### src/sv/pce_pkg.sv
package pce_pkg;

    localparam int HEAD_LEN = 28;
    localparam int TAIL_LEN = 26;
    localparam int IDX_W    = 5;
    localparam int QDEPTH   = 2;

    localparam logic [8*HEAD_LEN-1:0] HEAD_TEXT = "-----BEGIN CERTIFICATE-----\n";
    localparam logic [8*TAIL_LEN-1:0] TAIL_TEXT = "\n-----END CERTIFICATE-----";
    localparam logic [8*64-1:0] ALPHABET =
        "ABCDEFGHIJKLMNOPQRSTUVWXYZabcdefghijklmnopqrstuvwxyz0123456789+/";
    localparam logic [7:0] PAD_CHAR = 8'h3D;

    localparam logic [2:0] KEEP_TWO   = 3'd2;
    localparam logic [2:0] KEEP_THREE = 3'd3;
    localparam logic [2:0] KEEP_ALL   = 3'd4;

    typedef struct packed {
        logic [7:0] byte_value;
        logic       last_byte;
        logic       empty_cert;
    } t_in_word;

    typedef struct packed {
        logic [7:0] out_char;
        logic       last_char;
    } t_out_word;

    typedef struct packed {
        logic        head;
        logic        grp;
        logic [23:0] word;
        logic [2:0]  keep;
        logic        tail;
    } t_job;

    function automatic logic [7:0] head_char(input logic [IDX_W-1:0] idx);
        logic [7:0] c;
        c = 8'h00;
        if (int'(idx) < HEAD_LEN) begin
            c = HEAD_TEXT[8*(HEAD_LEN-1-int'(idx)) +: 8];
        end
        return c;
    endfunction

    function automatic logic [7:0] tail_char(input logic [IDX_W-1:0] idx);
        logic [7:0] c;
        c = 8'h00;
        if (int'(idx) < TAIL_LEN) begin
            c = TAIL_TEXT[8*(TAIL_LEN-1-int'(idx)) +: 8];
        end
        return c;
    endfunction

    function automatic logic [7:0] b64_char(input logic [5:0] v);
        return ALPHABET[8*(63-int'(v)) +: 8];
    endfunction

endpackage

### src/sv/pce_front.sv
module pce_front
    import pce_pkg::*;
(
    input  logic     i_clk,
    input  logic     i_rst_n,
    input  logic     i_valid,
    output logic     o_ready,
    input  t_in_word i_data,
    input  logic     i_full,
    output logic     o_push,
    output t_job     o_job
);

    logic [1:0]  r_phase, n_phase;
    logic [15:0] r_held,  n_held;
    logic        r_in_cert, n_in_cert;
    logic [1:0]  w_phase;
    logic [15:0] w_held;
    logic        w_accept;
    t_job        w_job;

    assign o_ready  = !i_full;
    assign w_accept = i_valid && o_ready;
    assign w_phase  = (r_in_cert && r_phase != 2'd3) ? r_phase : 2'd0;
    assign w_held   = r_in_cert ? r_held : 16'h0000;

    always_comb begin
        w_job      = '0;
        w_job.head = !r_in_cert;
        n_phase    = w_phase;
        n_held     = w_held;
        n_in_cert  = 1'b1;
        if (i_data.empty_cert) begin
            w_job.tail = 1'b1;
            if (w_phase == 2'd1) begin
                w_job.grp  = 1'b1;
                w_job.word = {w_held[15:8], 16'h0000};
                w_job.keep = KEEP_TWO;
            end else if (w_phase == 2'd2) begin
                w_job.grp  = 1'b1;
                w_job.word = {w_held, 8'h00};
                w_job.keep = KEEP_THREE;
            end
            n_phase   = 2'd0;
            n_held    = 16'h0000;
            n_in_cert = 1'b0;
        end else begin
            w_job.tail = i_data.last_byte;
            if (w_phase == 2'd1) begin
                n_held  = {w_held[15:8], i_data.byte_value};
                n_phase = 2'd2;
                if (i_data.last_byte) begin
                    w_job.grp  = 1'b1;
                    w_job.word = {w_held[15:8], i_data.byte_value, 8'h00};
                    w_job.keep = KEEP_THREE;
                end
            end else if (w_phase == 2'd2) begin
                w_job.grp  = 1'b1;
                w_job.word = {w_held, i_data.byte_value};
                w_job.keep = KEEP_ALL;
                n_held     = 16'h0000;
                n_phase    = 2'd0;
            end else begin
                n_held  = {i_data.byte_value, 8'h00};
                n_phase = 2'd1;
                if (i_data.last_byte) begin
                    w_job.grp  = 1'b1;
                    w_job.word = {i_data.byte_value, 16'h0000};
                    w_job.keep = KEEP_TWO;
                end
            end
            if (i_data.last_byte) begin
                n_phase   = 2'd0;
                n_held    = 16'h0000;
                n_in_cert = 1'b0;
            end
        end
    end

    assign o_job  = w_job;
    assign o_push = w_accept && (w_job.head || w_job.grp || w_job.tail);

    always_ff @(posedge i_clk) begin
        if (!i_rst_n) begin
            r_phase   <= 2'd0;
            r_held    <= 16'h0000;
            r_in_cert <= 1'b0;
        end else if (w_accept) begin
            r_phase   <= n_phase;
            r_held    <= n_held;
            r_in_cert <= n_in_cert;
        end
    end

endmodule

### src/sv/pce_queue.sv
module pce_queue
    import pce_pkg::*;
(
    input  logic i_clk,
    input  logic i_rst_n,
    input  logic i_push,
    input  t_job i_job,
    input  logic i_pop,
    output t_job o_job,
    output logic o_full,
    output logic o_empty
);

    t_job       r_mem [QDEPTH];
    logic       r_wr, r_rd;
    logic [1:0] r_count;

    assign o_full  = (r_count == 2'(QDEPTH));
    assign o_empty = (r_count == 2'd0);
    assign o_job   = r_mem[r_rd];

    always_ff @(posedge i_clk) begin
        if (i_push) begin
            r_mem[r_wr] <= i_job;
        end
    end

    always_ff @(posedge i_clk) begin
        if (!i_rst_n) begin
            r_wr    <= 1'b0;
            r_rd    <= 1'b0;
            r_count <= 2'd0;
        end else begin
            if (i_push) begin
                r_wr <= !r_wr;
            end
            if (i_pop) begin
                r_rd <= !r_rd;
            end
            if (i_push && !i_pop) begin
                r_count <= r_count + 2'd1;
            end else if (i_pop && !i_push) begin
                r_count <= r_count - 2'd1;
            end
        end
    end

endmodule

### src/sv/pce_back.sv
module pce_back
    import pce_pkg::*;
(
    input  logic      i_clk,
    input  logic      i_rst_n,
    input  t_job      i_job,
    input  logic      i_empty,
    output logic      o_pop,
    output logic      o_valid,
    input  logic      i_ready,
    output t_out_word o_data
);

    typedef enum logic [1:0] {
        SEG_HEAD,
        SEG_GRP,
        SEG_TAIL
    } t_seg;

    t_job             r_job;
    logic             r_act;
    t_seg             r_seg;
    logic [IDX_W-1:0] r_idx;
    logic             r_valid;
    t_out_word        r_data;

    logic             w_adv;
    logic [1:0]       w_k;
    logic [5:0]       w_sextet;
    t_out_word        w_out;
    logic             w_seg_end;

    assign w_adv = !r_valid || i_ready;
    assign o_pop = w_adv && !r_act && !i_empty;
    assign w_k   = r_idx[1:0];

    always_comb begin
        unique case (w_k)
            2'd0: w_sextet = r_job.word[23:18];
            2'd1: w_sextet = r_job.word[17:12];
            2'd2: w_sextet = r_job.word[11:6];
            2'd3: w_sextet = r_job.word[5:0];
        endcase
    end

    always_comb begin
        w_out     = '0;
        w_seg_end = 1'b0;
        unique case (r_seg)
            SEG_HEAD: begin
                w_out.out_char = head_char(r_idx);
                w_seg_end      = (r_idx == IDX_W'(HEAD_LEN - 1));
            end
            SEG_GRP: begin
                w_out.out_char = ({1'b0, w_k} < r_job.keep) ? b64_char(w_sextet) : PAD_CHAR;
                w_seg_end      = (w_k == 2'd3);
            end
            SEG_TAIL: begin
                w_out.out_char  = tail_char(r_idx);
                w_seg_end       = (r_idx == IDX_W'(TAIL_LEN - 1));
                w_out.last_char = w_seg_end;
            end
            default: begin
                w_out     = '0;
                w_seg_end = 1'b1;
            end
        endcase
    end

    always_ff @(posedge i_clk) begin
        if (!i_rst_n) begin
            r_act   <= 1'b0;
            r_seg   <= SEG_HEAD;
            r_idx   <= '0;
            r_valid <= 1'b0;
        end else if (w_adv) begin
            r_valid <= r_act;
            r_data  <= w_out;
            if (!r_act) begin
                if (!i_empty) begin
                    r_job <= i_job;
                    r_act <= i_job.head || i_job.grp || i_job.tail;
                    r_idx <= '0;
                    if (i_job.head) begin
                        r_seg <= SEG_HEAD;
                    end else if (i_job.grp) begin
                        r_seg <= SEG_GRP;
                    end else begin
                        r_seg <= SEG_TAIL;
                    end
                end
            end else if (w_seg_end) begin
                r_idx <= '0;
                priority if (r_seg == SEG_HEAD && r_job.grp) begin
                    r_seg <= SEG_GRP;
                end else if (r_seg != SEG_TAIL && r_job.tail) begin
                    r_seg <= SEG_TAIL;
                end else begin
                    r_act <= 1'b0;
                end
            end else begin
                r_idx <= r_idx + IDX_W'(1);
            end
        end
    end

    assign o_valid = r_valid;
    assign o_data  = r_data;

endmodule

### src/sv/pem_certificate_base64_encoder.sv
// PEM certificate encoder.
// Input channel (i_valid / o_ready / i_data): one certificate byte per word,
// with last_byte marking the final byte and empty_cert ending a certificate
// without a byte of its own (a zero-length one if no byte came before).
// Output channel (o_valid / i_ready / o_data): one ASCII character per word;
// last_char is set on the final character of the END CERTIFICATE line.
// The first byte of a certificate brings the 28-character header line,
// every third byte four Base64 characters, and the last byte any padded
// short group and the 26-character trailer.
// A front stage classifies each byte and queues a job when output is due
// (up to two deep); the back stage plays a job out at one character per
// cycle while the receiver is ready, with an idle slot between jobs; a job
// passes through the queue and the job register to the output register.
// A receiver stall holds the output register and the back stage; the front
// keeps accepting bytes until the job queue is full.
// Reset empties the queue and returns to the state before a header.
module pem_certificate_base64_encoder
    import pce_pkg::*;
(
    input  logic      i_clk,
    input  logic      i_rst_n,
    input  logic      i_valid,
    output logic      o_ready,
    input  t_in_word  i_data,
    output logic      o_valid,
    input  logic      i_ready,
    output t_out_word o_data
);

    logic w_push, w_pop, w_full, w_empty;
    t_job w_job_in, w_job_out;

    pce_front u_front (
        .i_clk   (i_clk),
        .i_rst_n (i_rst_n),
        .i_valid (i_valid),
        .o_ready (o_ready),
        .i_data  (i_data),
        .i_full  (w_full),
        .o_push  (w_push),
        .o_job   (w_job_in)
    );

    pce_queue u_queue (
        .i_clk   (i_clk),
        .i_rst_n (i_rst_n),
        .i_push  (w_push),
        .i_job   (w_job_in),
        .i_pop   (w_pop),
        .o_job   (w_job_out),
        .o_full  (w_full),
        .o_empty (w_empty)
    );

    pce_back u_back (
        .i_clk   (i_clk),
        .i_rst_n (i_rst_n),
        .i_job   (w_job_out),
        .i_empty (w_empty),
        .o_pop   (w_pop),
        .o_valid (o_valid),
        .i_ready (i_ready),
        .o_data  (o_data)
    );

endmodule

### config.mk
export PLATFORM = sky130hd
export DESIGN_NAME = pem_certificate_base64_encoder
export DESIGN_NICKNAME = d
export VERILOG_FILES = /design/src/sv/pce_pkg.sv /design/src/sv/pce_front.sv /design/src/sv/pce_queue.sv /design/src/sv/pce_back.sv /design/src/sv/pem_certificate_base64_encoder.sv
export SDC_FILE = /design/constraint.sdc
export NUM_CORES = 1
export LEC_CHECK = 0
export BUFFER_PORTS_ARGS = -buffer_cell sky130_fd_sc_hd__buf_2
export CAP_MARGIN = 10
export CORE_MARGIN = 3
export CORE_UTILIZATION = 55
export CTS_CLUSTER_SIZE = 40
export DETAILED_ROUTE_END_ITERATION = 12
export PLACE_DENSITY = 0.72
export SYNTH_ARGS = -nofsm -noshare
export SYNTH_HDL_FRONTEND = slang
export SYNTH_SLANG_ARGS = --single-unit
### constraint.sdc
create_clock -name i_clk -period 11.2 [get_ports i_clk]
set_clock_uncertainty 0.2 [all_clocks]
set_input_delay 1.68 -clock i_clk [delete_from_list [all_inputs] [get_ports i_clk]]
set_output_delay 1.68 -clock i_clk [all_outputs]
set_load 0.02 [all_outputs]
==> impl_results.md <==
- Status: completed
- Clk sinks: 130
- CTS tree: built
- Dominant synthesized flop cell: edfxtp_1
- Syn avg cell area: 10.92 µm²
- CP endpoint: u_back.o_data[4]
- DP Wirelength: 9350 µm
- Grt met1 use: 28.48%
- Core ar.: 11560 µm²
- Fin. Hold Viols: 0
- Crit path buf inv count: 2
- Longest Clk Path Bufs: 2
- Crit path cell chain: clkinv_1 > ha_1 > mux2i_1 > inv_1 > ha_1 > nand2_1 > a21oi_1 > a2111oi_0 > o21ai_1
- Ys async rst share: 0%
- ANT cells: 0
- Gr usage total: 21.68%
- RSZ-0062 raised after global routing: false
- Reg2Reg Depth: 9
- Final global-route overflow total: 0
- Worst-Margin Slew: 0.9663 ns
- Initial DRC count: 430
- Commonest non-fill, non-tap cell in the layout: edfxtp_1
- CP most frequent cell: ha_1
- Final setup viols: 0
- Setup tns final: 0 ns
- Largest net degree at the start of global routing: 36
- Sequential Area: 3573 µm²
- Max-slew violation count: 0
- Initial Utilization: 57.22%
- Syn Inst Count: 606
- Reg2reg start: u_back.r_idx[0]
- Warning count from the yosys run: 0
- Sequential area share after synthesis: 54.00%
- Worst path slowest cell: dfxtp_1
- Port Buf Inserts: 23
- Leakage power: 2.725 nW
- Crit path depth: 9
- Hold_buf cts: 0
- FF-to-FF End: u_back.o_data[4]
- Total number of vias: 4732
- Clock slew at reported path FFs: 0.06 ns
- Total Wirelength: 13610 µm
- Mapped Area: 6618 µm²
- Nets@finish: 657
- Chip Width: 115.7 µm
- Htree depth: 4
- Clk_lat worst skew: 0.42 ns
- CTS resizes: 0
- Top Usage Layer GRT: met2
- Worst R2R Setup Slack: 6.74 ns
- Avg Vias per Cell: 6.082
- Critical Path Start: u_back.r_idx[0]
- VDD IR max: 0.1398 mV
- Final worst-path cycle share: 39.82%
- Layout cells sized above 1: 15.75%
- Root buf cell: clkbuf_16
- Number of setup buffers added after CTS: 0
- FP Rows: 39
- CP peak stage delay: 0.88 ns
- Multi-input logic area: 2806 µm²
- Post-DR wirelength/cell: 17.49 µm
- GR met3 Demand/Resource: 4.073%
- Tot Pwr: 0.001641 W
- First-pass GRT wire length: 22510 µm
- DRC: 0
- Commonest non-fill, non-tap cells in the layout: 97 x edfxtp_1, 55 x nor2_1, 40 x a21oi_1, 37 x nand2_1, 33 x dfxtp_1
- Crit-path leading delay family: flip-flops
- Setup crit start kind: flip-flop
- Initial antenna violation count: 0
- Worst Hold Margin: 0.2687 ns
- Pre-antenna DRT Iters: 5
- Vias in the first global route: 4582
- Maximum net fanout on the critical path: 27
- Top Ports: 25
- Num CTS Buffers: 17
- Max-slew headroom: 33.74%
- Fillers: 918
- Critical Path RT: 11.15 ns
- Crit Path Class: reg2reg
- MaxCap Viol Count: 0
- #FFs+latches synth: 130
- Layout area overhead: 11.82%
- Pwr/cell area: 221.8 nW/µm²
- Tightest Hold Check Type: reg2reg
- Met2 Resource Use GR: 33.80%
- Die area: 13380 µm²
- Minimum clock period: 4.460 ns
- Library cells used by synthesis: 68
- FMAX: 224.2 MHz
- RePlAce Congestion: 0.8755
- Antenna-violating nets left: 0
- Post-synth EDFFs: 97
- Data arrival, critical path: 4.41 ns
- CP endpoint kind: flip-flop
- Syn nets: 641
- Chip Height: 115.7 µm
layout make-up:
class | count | area share (%)
clock inverters | 11 | 1.167
repair buffers | 28 | 2.063
clock buffers | 21 | 6.662
multi-input cells | 416 | 37.93
flip-flops and latches | 130 | 48.29
well taps | 143 | 2.418
inverters | 29 | 1.471
power breakdown:
group          total (W)  switching, W  internal [W]
clock network   0.000521      0.000202      0.000319
registers       0.000664     0.0000434      0.000621
logic           0.000455      0.000279      0.000177
total            0.00164      0.000525       0.00112
cell usage after synthesis (9+ instances only):
library cell	instances	area share (%)
nand3_1	11	0.83
nor3_1	17	1.3
mux2i_1	12	1.8
a22o_1	17	2.2
mux2_2	30	5.1
ha_1	21	4.0
inv_1	27	1.5
dfxtp_1	33	10
a21oi_1	40	3.0
and2_1	12	1.1
a22oi_1	20	2.3
edfxtp_1	97	44
nor2b_1	11	1.0
nand2b_1	9	0.85
nor2_1	56	3.2
o21ai_0	32	2.4
nand2_1	37	2.1
clkbuf_1	21	1.2
worst min-delay path by stage:
stage / slack, ns / end / cells past startpoint / startpoint
2_1_floorplan: 0.24 / u_front.r_phase[0] / 2 / u_front.r_phase[0]
5_1_grt: 0.32 / u_front.r_phase[0] / 2 / u_front.r_phase[0]
4_1_cts: 0.27 / u_front.r_phase[0] / 2 / u_front.r_phase[0]
3_5_place_dp: 0.27 / u_front.r_phase[0] / 2 / u_front.r_phase[0]
3_3_place_gp: 0.26 / u_front.r_phase[0] / 2 / u_front.r_phase[0]
6_report: 0.27 / u_front.r_phase[0] / 2 / u_front.r_phase[0]
cells by family (layout without fill, tap and decap cells):
kind of cell             count (synthesis)  count (layout)  share of synthesized area [%]
AND/OR/NAND/NOR                        176             176                          12.89
AO/OA/AOI/OAI                          165             165                          16.79
flip-flops                             130             130                          54.00
buffers and inverters                   60              89                          3.706
multiplexers                            43              43                          7.147
adder cells (fa/ha/maj)                 21              21                          3.970
XOR/XNOR                                10              10                          1.437
other                                    1               1                        0.05667
flip-flops by register name, indices dropped and copies added (netlist names), named ones only:
signal	cells
u_front.r_held	16
u_front.r_phase	2
u_back.r_idx	5
u_back.r_act	1
u_back.r_job	29
u_queue.r_count	2
u_queue.r_wr	1
u_back.r_seg	2
u_back.o_valid	1
u_queue.r_rd	1
u_back.o_data	8
u_queue.r_mem	60
u_front.r_in_cert	1
worst min-delay path: cells and delay by family, from the launching register on:
kind	cells	cell delay, ns
flops	1	0.32
simple gates	1	0.06
compound gates	1	0.05
stage by stage:
stage	utilization (%)	cell area, µm²	instances	setup slack (ns)
after floorplan	-	6618	606	6.130
after global placement	58.97	6820	746	7.029
after detailed placement	58.97	6820	746	6.876
after CTS	63.98	7400	778	6.831
after global routing	63.98	7400	778	6.357
final	63.98	7400	778	6.740
layer usage:
metal | vias up | wire length (µm)
met4 | 0 | 517
met2 | 160 | 6377
met1 | 2245 | 6100
met5 | - | 0
met3 | 34 | 615
li1 | 2293 | -
No activity file was read; power rests on OpenSTA's default activity.
